**src/rtl/core/assert_macros.svh**
```systemverilog
// assertion helpers used by the top-level rtl file
`ifndef ASSERT_MACROS_SVH
`define ASSERT_MACROS_SVH

// consequent must hold whenever antecedent holds
`define ASSERT_IMPLIES(label, ante, cons) \
  label: assert property (@(posedge clk) disable iff (rst) (ante) |-> (cons)) \
    else $error("assertion failed");

// condition must never be seen outside reset
`define ASSERT_NEVER(label, cond) \
  label: assert property (@(posedge clk) disable iff (rst) !(cond)) \
    else $error("assertion failed");

`endif

```
**src/rtl/core/prrs_pkg.sv**
```systemverilog
package prrs_pkg;

  localparam int QUEUE_DEPTH = 64;
  localparam int AW = $clog2(QUEUE_DEPTH);
  localparam int CW = $clog2(QUEUE_DEPTH + 1);
  localparam int FIFO_DEPTH = 2;
  localparam int FW = $clog2(FIFO_DEPTH);
  localparam int FCW = $clog2(FIFO_DEPTH + 1);

  localparam logic OP_ADD   = 1'b0;
  localparam logic OP_SERVE = 1'b1;

  localparam logic [1:0] CLASS_FIRST = 2'd0;
  localparam logic [1:0] CLASS_LAST  = 2'd2;

  localparam logic [2:0] ST_ADDED     = 3'd0;
  localparam logic [2:0] ST_FULL      = 3'd1;
  localparam logic [2:0] ST_REQUEUED  = 3'd2;
  localparam logic [2:0] ST_COMPLETED = 3'd3;
  localparam logic [2:0] ST_EMPTY     = 3'd4;

  typedef struct packed {
    logic [7:0]  id;
    logic [1:0]  cls;
    logic [15:0] time_left;
  } job_t;

  localparam int JOB_W = $bits(job_t);

  typedef struct packed {
    logic op;
    job_t job;
  } item_t;

  typedef struct packed {
    logic [CW-1:0] ring_cnt;
    logic [CW-1:0] pend_total;
  } bk_stat_t;

endpackage

```
**src/rtl/core/prrs_ram.sv**
```systemverilog
module prrs_ram #(
  parameter int WIDTH = 8,
  parameter int DEPTH = 16
) (
  input  logic                     clk,
  input  logic                     we,
  input  logic [$clog2(DEPTH)-1:0] waddr,
  input  logic [WIDTH-1:0]         wdata,
  input  logic [$clog2(DEPTH)-1:0] raddr,
  output logic [WIDTH-1:0]         rdata
);

  logic [WIDTH-1:0] mem [DEPTH];

  always_ff @(posedge clk) begin
    if (we) begin
      mem[waddr] <= wdata;
    end
    rdata <= mem[raddr];
  end

endmodule

```
**src/rtl/core/prrs_front.sv**
```systemverilog
module prrs_front (
  input  logic                 clk,
  input  logic                 rst,
  input  logic                 in_valid,
  output logic                 in_stall,
  input  logic                 op,
  input  logic [7:0]           job_id,
  input  logic [1:0]           job_class,
  input  logic [15:0]          job_time,
  output logic                 item_valid,
  output prrs_pkg::item_t      item,
  input  logic                 item_pop
);

  prrs_pkg::item_t q [prrs_pkg::FIFO_DEPTH];
  logic [prrs_pkg::FW-1:0]  wptr;
  logic [prrs_pkg::FW-1:0]  rptr;
  logic [prrs_pkg::FCW-1:0] cnt;
  prrs_pkg::item_t          in_item;
  logic                     push;
  logic                     pop;

  // class 3 is folded into the last class on the way in
  always_comb begin
    in_item.op            = op;
    in_item.job.id        = job_id;
    in_item.job.cls       = (job_class > prrs_pkg::CLASS_LAST) ? prrs_pkg::CLASS_LAST
                                                               : job_class;
    in_item.job.time_left = job_time;
  end

  assign in_stall   = (cnt == prrs_pkg::FCW'(prrs_pkg::FIFO_DEPTH));
  assign push       = in_valid && !in_stall;
  assign item_valid = (cnt != '0);
  assign item       = q[rptr];
  assign pop        = item_pop && item_valid;

  always_ff @(posedge clk) begin
    if (push) begin
      q[wptr] <= in_item;
    end
    if (rst) begin
      wptr <= '0;
      rptr <= '0;
      cnt  <= '0;
    end else begin
      if (push) begin
        wptr <= (wptr == prrs_pkg::FW'(prrs_pkg::FIFO_DEPTH - 1)) ? '0 : wptr + 1'b1;
      end
      if (pop) begin
        rptr <= (rptr == prrs_pkg::FW'(prrs_pkg::FIFO_DEPTH - 1)) ? '0 : rptr + 1'b1;
      end
      cnt <= cnt + prrs_pkg::FCW'(push) - prrs_pkg::FCW'(pop);
    end
  end

endmodule

```
**src/rtl/core/prrs_back.sv**
```systemverilog
module prrs_back (
  input  logic                  clk,
  input  logic                  rst,
  input  logic [15:0]           quantum,
  input  logic                  item_valid,
  input  prrs_pkg::item_t       item,
  output logic                  item_pop,
  output logic                  out_valid,
  input  logic                  out_stall,
  output logic [2:0]            status,
  output logic [7:0]            served_id,
  output logic [1:0]            served_class,
  output logic [15:0]           time_before,
  output logic [15:0]           time_after,
  output prrs_pkg::bk_stat_t    stat
);

  typedef enum logic [2:0] {S_IDLE, S_MV_RD, S_MV_WR, S_RD, S_EX} state_t;

  state_t                    state;
  logic [prrs_pkg::AW-1:0]   head;
  logic [prrs_pkg::CW-1:0]   ring_cnt;
  logic [prrs_pkg::CW-1:0]   pcnt [3];
  logic [1:0]                mv_cls;
  logic [prrs_pkg::AW-1:0]   mv_idx;
  logic [prrs_pkg::CW-1:0]   mv_n;
  logic [prrs_pkg::CW-1:0]   mv_total;

  logic [prrs_pkg::CW-1:0]   total;
  logic                      out_free;
  logic                      take;
  logic                      mv_hit;
  logic                      mv_last;
  logic [prrs_pkg::CW:0]     tail_sum;
  logic [prrs_pkg::AW-1:0]   tail;
  logic                      requeue;
  logic [15:0]               time_rest;

  logic                      p_we;
  logic [prrs_pkg::AW-1:0]   p_waddr;
  prrs_pkg::job_t            p_rdata;
  logic                      r_we;
  logic [prrs_pkg::AW-1:0]   r_waddr;
  prrs_pkg::job_t            r_wdata;
  logic [prrs_pkg::AW-1:0]   r_raddr;
  prrs_pkg::job_t            r_rdata;

  assign total    = pcnt[0] + pcnt[1] + pcnt[2];
  assign out_free = !out_valid || !out_stall;
  assign take     = (state == S_IDLE) && item_valid && out_free;
  assign item_pop = take;

  assign mv_hit  = (p_rdata.cls == mv_cls);
  assign mv_last = (prrs_pkg::CW'(mv_idx) == mv_total - prrs_pkg::CW'(1));

  // tail slot after the head leaves: head + old count, wrapped
  assign tail_sum  = (prrs_pkg::CW + 1)'(head) + (prrs_pkg::CW + 1)'(ring_cnt);
  assign tail      = (tail_sum >= (prrs_pkg::CW + 1)'(prrs_pkg::QUEUE_DEPTH))
                     ? prrs_pkg::AW'(tail_sum - (prrs_pkg::CW + 1)'(prrs_pkg::QUEUE_DEPTH))
                     : prrs_pkg::AW'(tail_sum);
  assign requeue   = (r_rdata.time_left > quantum);
  assign time_rest = r_rdata.time_left - quantum;

  assign p_we    = take && (item.op == prrs_pkg::OP_ADD)
                   && (total < prrs_pkg::CW'(prrs_pkg::QUEUE_DEPTH));
  assign p_waddr = prrs_pkg::AW'(total);

  always_comb begin
    r_we    = 1'b0;
    r_waddr = prrs_pkg::AW'(mv_n);
    r_wdata = p_rdata;
    if (state == S_MV_WR) begin
      r_we = mv_hit;
    end else if (state == S_EX) begin
      r_we                = requeue;
      r_waddr             = tail;
      r_wdata             = r_rdata;
      r_wdata.time_left   = time_rest;
    end
  end

  assign r_raddr = head;

  prrs_ram #(.WIDTH(prrs_pkg::JOB_W), .DEPTH(prrs_pkg::QUEUE_DEPTH)) u_pend_ram (
    .clk   (clk),
    .we    (p_we),
    .waddr (p_waddr),
    .wdata (item.job),
    .raddr (mv_idx),
    .rdata (p_rdata)
  );

  prrs_ram #(.WIDTH(prrs_pkg::JOB_W), .DEPTH(prrs_pkg::QUEUE_DEPTH)) u_ring_ram (
    .clk   (clk),
    .we    (r_we),
    .waddr (r_waddr),
    .wdata (r_wdata),
    .raddr (r_raddr),
    .rdata (r_rdata)
  );

  assign stat.ring_cnt   = ring_cnt;
  assign stat.pend_total = total;

  always_ff @(posedge clk) begin
    if (rst) begin
      state     <= S_IDLE;
      head      <= '0;
      ring_cnt  <= '0;
      pcnt[0]   <= '0;
      pcnt[1]   <= '0;
      pcnt[2]   <= '0;
      out_valid <= 1'b0;
      mv_cls    <= prrs_pkg::CLASS_FIRST;
      mv_idx    <= '0;
      mv_n      <= '0;
      mv_total  <= '0;
    end else begin
      if (out_valid && !out_stall) begin
        out_valid <= 1'b0;
      end
      unique case (state)
        S_IDLE: begin
          if (take) begin
            if (item.op == prrs_pkg::OP_ADD) begin
              out_valid    <= 1'b1;
              served_id    <= '0;
              served_class <= '0;
              time_before  <= '0;
              time_after   <= '0;
              if (p_we) begin
                status             <= prrs_pkg::ST_ADDED;
                pcnt[item.job.cls] <= pcnt[item.job.cls] + 1'b1;
              end else begin
                status <= prrs_pkg::ST_FULL;
              end
            end else if (ring_cnt != '0) begin
              state <= S_RD;
            end else if (total == '0) begin
              out_valid    <= 1'b1;
              status       <= prrs_pkg::ST_EMPTY;
              served_id    <= '0;
              served_class <= '0;
              time_before  <= '0;
              time_after   <= '0;
            end else begin
              mv_cls   <= prrs_pkg::CLASS_FIRST;
              mv_idx   <= '0;
              mv_n     <= '0;
              mv_total <= total;
              state    <= S_MV_RD;
            end
          end
        end
        S_MV_RD: begin
          state <= S_MV_WR;
        end
        S_MV_WR: begin
          if (mv_hit) begin
            mv_n <= mv_n + 1'b1;
          end
          mv_idx <= mv_idx + 1'b1;
          state  <= S_MV_RD;
          if (mv_last) begin
            mv_idx <= '0;
            if (mv_cls == prrs_pkg::CLASS_LAST) begin
              // one pass per class done, ring now holds every pending job
              head     <= '0;
              ring_cnt <= mv_n + prrs_pkg::CW'(mv_hit);
              pcnt[0]  <= '0;
              pcnt[1]  <= '0;
              pcnt[2]  <= '0;
              state    <= S_RD;
            end else begin
              mv_cls <= mv_cls + 1'b1;
            end
          end
        end
        S_RD: begin
          state <= S_EX;
        end
        S_EX: begin
          head <= (head == prrs_pkg::AW'(prrs_pkg::QUEUE_DEPTH - 1)) ? '0 : head + 1'b1;
          if (!requeue) begin
            ring_cnt <= ring_cnt - 1'b1;
          end
          out_valid    <= 1'b1;
          status       <= requeue ? prrs_pkg::ST_REQUEUED : prrs_pkg::ST_COMPLETED;
          served_id    <= r_rdata.id;
          served_class <= r_rdata.cls;
          time_before  <= r_rdata.time_left;
          time_after   <= requeue ? time_rest : 16'd0;
          state        <= S_IDLE;
        end
        default: state <= S_IDLE;
      endcase
    end
  end

endmodule

```
**src/rtl/core/priority_round_robin_scheduler_top.sv**
```systemverilog
// channel   | handshake                     | payload
// ----------+-------------------------------+---------------------------------------------
// input     | in_valid / in_stall           | op, job_id, job_class, job_time
// output    | out_valid / out_stall         | status, served_id, served_class,
//           |                               | time_before, time_after
// config    | psel, penable, pwrite, pready | paddr, pwdata, prdata (quantum at 0x0)
//
// add: answered from the idle state of the back end; serve with jobs in the ring: S_RD (ring ram read), then S_EX.
// serve on an empty ring first copies the pending store, one pass per class, each entry read
// in S_MV_RD and written in S_MV_WR, as the pending ram has a single read port.
// a two-entry input queue keeps taking transactions while the back end works, until it is full.
// the output register holds a result until taken; the back end waits meanwhile.
// rst is synchronous; ram contents are not cleared, counts and pointers are.
`include "assert_macros.svh"

module priority_round_robin_scheduler_top (
  input  logic        clk,
  input  logic        rst,
  input  logic        psel,
  input  logic        penable,
  input  logic        pwrite,
  input  logic [2:0]  paddr,
  input  logic [31:0] pwdata,
  output logic [31:0] prdata,
  output logic        pready,
  input  logic        in_valid,
  output logic        in_stall,
  input  logic        op,
  input  logic [7:0]  job_id,
  input  logic [1:0]  job_class,
  input  logic [15:0] job_time,
  output logic        out_valid,
  input  logic        out_stall,
  output logic [2:0]  status,
  output logic [7:0]  served_id,
  output logic [1:0]  served_class,
  output logic [15:0] time_before,
  output logic [15:0] time_after
);

  localparam logic REG_QUANTUM = 1'b0;

  logic [15:0]          quantum;
  logic                 item_valid;
  prrs_pkg::item_t      item;
  logic                 item_pop;
  prrs_pkg::bk_stat_t   stat;

  assign pready = 1'b1;
  assign prdata = (paddr[2] == REG_QUANTUM) ? {16'd0, quantum} : 32'd0;

  always_ff @(posedge clk) begin
    if (rst) begin
      quantum <= 16'd3;
    end else if (psel && penable && pwrite && pready && paddr[2] == REG_QUANTUM) begin
      quantum <= pwdata[15:0];
    end
  end

  prrs_front u_front (
    .clk        (clk),
    .rst        (rst),
    .in_valid   (in_valid),
    .in_stall   (in_stall),
    .op         (op),
    .job_id     (job_id),
    .job_class  (job_class),
    .job_time   (job_time),
    .item_valid (item_valid),
    .item       (item),
    .item_pop   (item_pop)
  );

  prrs_back u_back (
    .clk          (clk),
    .rst          (rst),
    .quantum      (quantum),
    .item_valid   (item_valid),
    .item         (item),
    .item_pop     (item_pop),
    .out_valid    (out_valid),
    .out_stall    (out_stall),
    .status       (status),
    .served_id    (served_id),
    .served_class (served_class),
    .time_before  (time_before),
    .time_after   (time_after),
    .stat         (stat)
  );

  `ASSERT_NEVER(a_pend_bound, stat.pend_total > prrs_pkg::CW'(prrs_pkg::QUEUE_DEPTH))
  `ASSERT_NEVER(a_ring_bound, stat.ring_cnt > prrs_pkg::CW'(prrs_pkg::QUEUE_DEPTH))
  `ASSERT_IMPLIES(a_pop_free, item_pop, item_valid && (!out_valid || !out_stall))

endmodule
```
**config.mk**
```make
export PLATFORM = sky130hd
export DESIGN_NAME = priority_round_robin_scheduler_top
export DESIGN_NICKNAME = d
export VERILOG_FILES = /design/src/rtl/core/prrs_pkg.sv /design/src/rtl/core/prrs_ram.sv /design/src/rtl/core/prrs_front.sv /design/src/rtl/core/prrs_back.sv /design/src/rtl/core/priority_round_robin_scheduler_top.sv
export VERILOG_INCLUDE_DIRS = /design/src /design/src/rtl/core
export SDC_FILE = /design/constraint.sdc
export NUM_CORES = 2
export LEC_CHECK = 0
export ABC_AREA = 0
export BUFFER_PORTS_ARGS = -buffer_cell sky130_fd_sc_hd__buf_2
export CAP_MARGIN = 30
export CORE_MARGIN = 5
export CORE_UTILIZATION = 40
export CTS_CLUSTER_SIZE = 12
export DETAILED_ROUTE_END_ITERATION = 16
export PLACE_DENSITY = 0.64
export SYNTH_ARGS = -nofsm -noshare
export SYNTH_HDL_FRONTEND = slang
export SYNTH_SLANG_ARGS = --single-unit
```
**constraint.sdc**
```tcl
create_clock -name clk -period 11.2 [get_ports clk]
set_clock_uncertainty 0.05 [all_clocks]
set_input_delay 2.24 -clock clk [delete_from_list [all_inputs] [get_ports clk]]
set_output_delay 2.24 -clock clk [all_outputs]
set_load 0.02 [all_outputs]
```
==> Word level (Yosys, flattened, before mapping) <==
Memory sizes are Yosys's and may differ from the RTL's. A register that Yosys moved wholly into a read port is not among the register bits.
Index checks and enable logic that the tools add are counted.
{ "totals": {"regBits": 104, "mem_bits_rw": 3403, "output_inout_bits": 80, "word_cells": 202, "mem_count": 4} }
{ "mem_list": {"columns": ["name", "words", "width", "rd", "rd_ports_with_merged_regs", "wr", "line", "source"], "rows": [
  ["u_back.u_pend_ram.mem", 64, 26, 1, 1, 1, "prrs_ram.sv:13", "logic [WIDTH-1:0] mem [DEPTH];"],
  ["u_back.u_ring_ram.mem", 64, 26, 1, 1, 1, "prrs_ram.sv:13", null],
  ["u_front.q", 2, 27, 1, 1, 1, "prrs_front.sv:15", "prrs_pkg::item_t q [prrs_pkg::FIFO_DEPTH];"],
  ["u_back.pcnt", 3, 7, 4, 0, 3, "prrs_back.sv:23", "logic [prrs_pkg::CW-1:0] pcnt [3];"]
]} }
{ "op_classes": {"n_addsub": 17, "n_lt_le_gt_ge": 4, "eq_ne": 21, "mux": 101, "n_bitwise": 8, "n_reduce_logical": 30} }
{ "op_table": {"columns": ["operator", "n"], "rows": [
  ["$mux W16", 6],
  ["$mux W7", 12],
  ["$mux W6", 11],
  ["$pmux W16 S2", 2],
  ["$mux W26", 2],
  ["$mux W1", 32],
  ["$mux W8", 4],
  ["$pmux W7 S2", 2],
  ["$mux W3", 9],
  ["$mux W2", 13],
  ["$pmux W6 S2", 2],
  ["$gt A16 B16 Y1", 1],
  ["$pmux W8 S2", 1],
  ["$sub A16 B16 Y16", 1],
  ["$reduce_and A5 Y1", 3],
  ["$add A7 B1 Y7 const B", 2],
  ["$add A7 B7 Y7", 2],
  ["$sub A7 B1 Y7 const B", 2],
  ["$add A6 B1 Y6 const B", 2],
  ["$pmux W3 S4", 1],
  ["$logic_and A1 B1 Y1", 10],
  ["$ne A2 B2 Y1 const B", 5],
  ["$ne A3 B3 Y1 const B", 3],
  ["$add A6 B7 Y8", 1],
  ["other kinds (33)", 52]
]} }

==> Logic depth before layout (Yosys ltp) <==
{ "logic_depth": {"ltp_word": 13, "mapped_depth": 11, "ltp_nobuf": 10} }

==> Hierarchy <==
From an unflattened synthesis, not the netlist that was laid out.
{ "unflattened": {"cells_unflattened": 6602, "hier_area_um2": 138472.8} }
{ "modules_own_cells": {"columns": ["module", "n_inst", "cells_per_inst", "area_each_um2"], "rows": [
  ["prrs_ram at u_back.u_pend_ram", 1, 2827, 64235.4],
  ["prrs_ram at u_back.u_ring_ram", 1, 2841, 64182.8],
  ["prrs_back", 1, 715, 6876.6],
  ["prrs_front", 1, 113, 2200.9],
  ["priority_round_robin_scheduler_top", 1, 106, 977.2]
]} }

==> Least setup slack after synthesis <==
No wires, ideal clock.
{ "synth_path": {"path_type": "reg-to-reg", "from": "memory u_back.pcnt[2][1] (netlist name)", "to": "register u_back.served_class[0], enable pin", "setup_ns": 0.559, "arrival_time_ns": 7.272, "slack_ns": 3.319, "path_stages_with_launch": 11, "path_buffers": 0, "cell_sequence": "edfxtp_1 fa_1 ha_1 fa_1 a21o_1 a21oi_1 mux2i_1 nand4_1 o31ai_1 a21oi_1 nor4_1"} }
{ "synth_lines": {"columns": ["item", "line", "source"], "rows": [
  ["from (decl)", "prrs_back.sv:23", null],
  ["to (signal assigned)", "prrs_back.sv:190", "served_class <= r_rdata.cls;"],
  ["to (decl)", "prrs_back.sv:12", "output logic [1:0] served_class,"]
]} }

==> Worst setup path after layout <==
{ "layout_path": {"from": "input paddr[2]", "to": "output prdata[0]"} }
{ "layout_between": {"elab_chain_cells": 1} }
{ "layout_lines": {"columns": ["item", "line", "source"], "rows": [
  ["from (decl)", "priority_round_robin_scheduler_top.sv:22", "input logic [2:0] paddr,"],
  ["$mux W16", "priority_round_robin_scheduler_top.sv:50", "assign prdata = (paddr[2] == REG_QUANTUM) ? {16'd0, quantum} : 32'd0;"],
  ["to (decl)", "priority_round_robin_scheduler_top.sv:24", "output logic [31:0] prdata,"]
]} }
Every way passes these cells.

==> results.md <==
- Initial Utilization: 40.1%
- Nets: 6,389
- Synth warn: 0
- Crit share post-route: 48.7%
- Crit path from: paddr[2]
- Wirelength per Cell: 29.3 um
- Iteration-0 DRC Markers: 7,556
- Critical path's slowest cell: buf_2
- Share of async-settable or async-resettable flops after synthesis: 0%
- CTS clk-pin slew, worst paths: 0.06 ns
- Core area: 342,000 um^2
- Status: finished clean
- Largest area contributor in the netlist: edfxtp_1
- Wirelength, routed: 326,000 um
- Top-Level Pins: 149
- CP Capture Type: output pin
- Critical setup path kind: in2out
- Routed via count: 63,300
- Gr ovfl total: 0
- Max Cap Viol: 0
- Post-DP HPWL: 195,000 um
- Tot GR Track Use: 18.1%
- Mapped Avg Cell Area: 23.5 um^2
- Top cell type's share of synthesized area: 75.6%
- H-tree Lvls: 5
- Clk root buf: clkbuf_16
- Worst slew margin: 22.4%
- Drt pass-1 iters: 6
- Minimum clock period: 5.45 ns
- Final Hold Vio Count: 0
- Area Overhead vs Synth: 14.9%
- Crit-path max FO: 18
- CTS tree: built
- RSZ-0062 raised after global routing: false
- Cell mode on critical path: buf_2
- Die area: 355,000 um^2
- Setup WS post-layout: 5.75 ns
- Antenna viol nets, final: 0
- #FFs+latches synth: 3,567
- Vias in the first global route: 64,700
- Top achievable clock speed: 183 MHz
- Port Buf Inserts: 113
- Peak VDD IR: 216 uV
- FF-to-FF setup slack: 5.84 ns
- Die Height: 596 um
- Post-Syn Area: 137,000 um^2
- Setup_tns: 0 ns
- Non-Filler Instances: 11,100
- Synth Instances: 5,850
- Setup WS pre-CTS: 4.90 ns
- Hold crit path type: reg2reg
- # DRC: 0
- Layout cells sized above 1: 31.8%
- Max Slew Vio Count: 0
- Nature of the critical path startpoint: primary input
- Power per cell area: 180 nW/um^2
- Count leader, synth: edfxtp_1
- Worst EP required: 8.91 ns
- Yosys cell types: 64
- Final Setup Violations: 0
- Top cells by count, synth: edfxtp_1, mux4_2, nor2_1
- Via/cell ratio: 5.70
- Crit Reg-Reg Startpoint: u_back.head[1]
- CP delay by family, top: buffers and inverters
- Antenna violations before repair: 39
- Post-synth EDFFs: 3,455
- Clk buf depth: 4
- Number of fill cells: 27,700
- Crit-path cells: buf_2, nor2b_1, buf_2
- Post-Place Cells: 10,400
- PostCTS Resize Cnt: 0
- Worst path bufs/invs: 2
- Slew @ Worst Pin: 1.16 ns
- Rows: 215
- Die W: 596 um
- CP peak stage delay: 0.48 ns
- Gpl congestion: 0.872
- HP Start: quantum[9]
- Top_reg_cell synth: edfxtp_1
- Final Power: 28,400 uW
- Largest net degree at the start of global routing: 142
- Worst endpoint data arrival time: 3.16 ns
- Post-CTS Setup Bufs: 0
- Sequential element share of the synthesized area: 77.3%
- Ranking of synthesized cells by area: edfxtp_1, mux4_2, dfxtp_1, nor2_1, clkbuf_1
- Clock tree sinks: 3,567
- Cts hold-fix bufs: 0
- Worst skew pair latency: 0.88 ns
- CTS Buf Count: 363
- First-pass GRT wire length: 467,000 um
- Leak Pwr: 0.0470 uW
[path summary, 6_finish.rpt]
check,to,cells past startpoint
max,prdata[0],3
min,quantum[9],2
max reg2reg,u_back.u_ring_ram.rdata[13],6
min reg2reg,quantum[9],2
[placed cells by master, fill, tap and decap left out, types with 11 or more instances in the layout]
cell type / count
edfxtp_1: 3455
mux4_2: 1092
clkbuf_16: 366
clkbuf_1: 139
nand2_1: 134
nor2_4: 119
buf_4: 115
buf_2: 113
nor2_1: 105
dfxtp_1: 100
buf_12: 90
a21oi_1: 54
diode_2: 48
inv_1: 42
clkinv_1: 42
ha_1: 37
buf_16: 35
and3_1: 33
xnor2_1: 32
mux2i_1: 28
mux2_2: 28
nand3_1: 27
o21ai_0: 23
a21o_1: 20
xor2_1: 20
clkbuf_8: 20
conb_1: 17
nor3_1: 16
clkinv_2: 14
nor2_2: 11
[flip-flops by register name, indices dropped and copies added, names as in the netlist, 6 cells and up, named ones only]
| name | flops |
|---|---|
| quantum | 16 |
| u_back.ring_cnt | 7 |
| u_front.q | 54 |
| u_back.mv_idx | 6 |
| u_back.mv_n | 7 |
| u_back.time_after | 16 |
| u_back.mv_total | 7 |
| u_back.u_ring_ram.mem | 1664 |
| u_back.pcnt | 28 |
| u_back.time_before | 16 |
| u_back.u_pend_ram.mem | 1664 |
| u_back.head | 6 |
| u_back.served_id | 8 |
| u_back.u_pend_ram.rdata | 26 |
| u_back.u_ring_ram.rdata | 26 |
[worst reg2reg max path, cell delays in order, from the launching register on]
cell and delay, ns:
dfxtp_4 1.00, buf_12 0.60, buf_4 1.11, buf_4 0.84
mux4_2 0.51, mux4_2 0.61, mux4_2 0.52
[metal layers]
layer  GRT usage [%]  part of all wire, %  vias to the layer above
li1                -                    -                    25800
met1            25.4                   40                    34300
met2            27.8                   47                     2817
met3            4.06                  9.6                      493
met4            6.81                  3.8                        6
met5               0                0.013                        -
[cell families after synthesis]
kind of cell	count (synthesis)	synth area share [%]
compound gates	167	0.790
xor+xnor	52	0.332
fa+ha+maj	46	0.469
buf+inv	355	1.13
flops	3567	77.3
mux	1149	18.4
other cells	2	0.00547
simple gates	512	1.64
[stage by stage]
step | instance area (um^2) | utilization (%) | hold slack (ns)
6_report | 158000 | 46.1 | 0.407
5_1_grt | 158000 | 46.1 | 0.415
4_1_cts | 157000 | 45.9 | 0.406
3_5_place_dp | 146000 | 42.8 | 0.398
3_3_place_gp | 144000 | 42.2 | 0.396
2_1_floorplan | 137000 | - | 0.386
[area by class of cell]
type                       count  area, um^2  area share, %
antenna                       48         120         0.0762
clock buffer                 523        9930           6.30
clock inverter                81         641          0.407
inverter                      43         161          0.102
multi-input combinational   1943       30800           19.5
sequential                  3567      106000           67.3
tap                         4557        5700           3.62
timing repair buffer         356        4240           2.69
[where the power goes]
group | internal, uW | leakage, uW | switching, uW
clock network | 6220 | 0.00511 | 4810
registers | 15300 | 0.0320 | 72.4
logic | 586 | 0.00991 | 1390
total | 22100 | 0.0470 | 6270
Note: power is estimated with default switching activity, not from simulation.
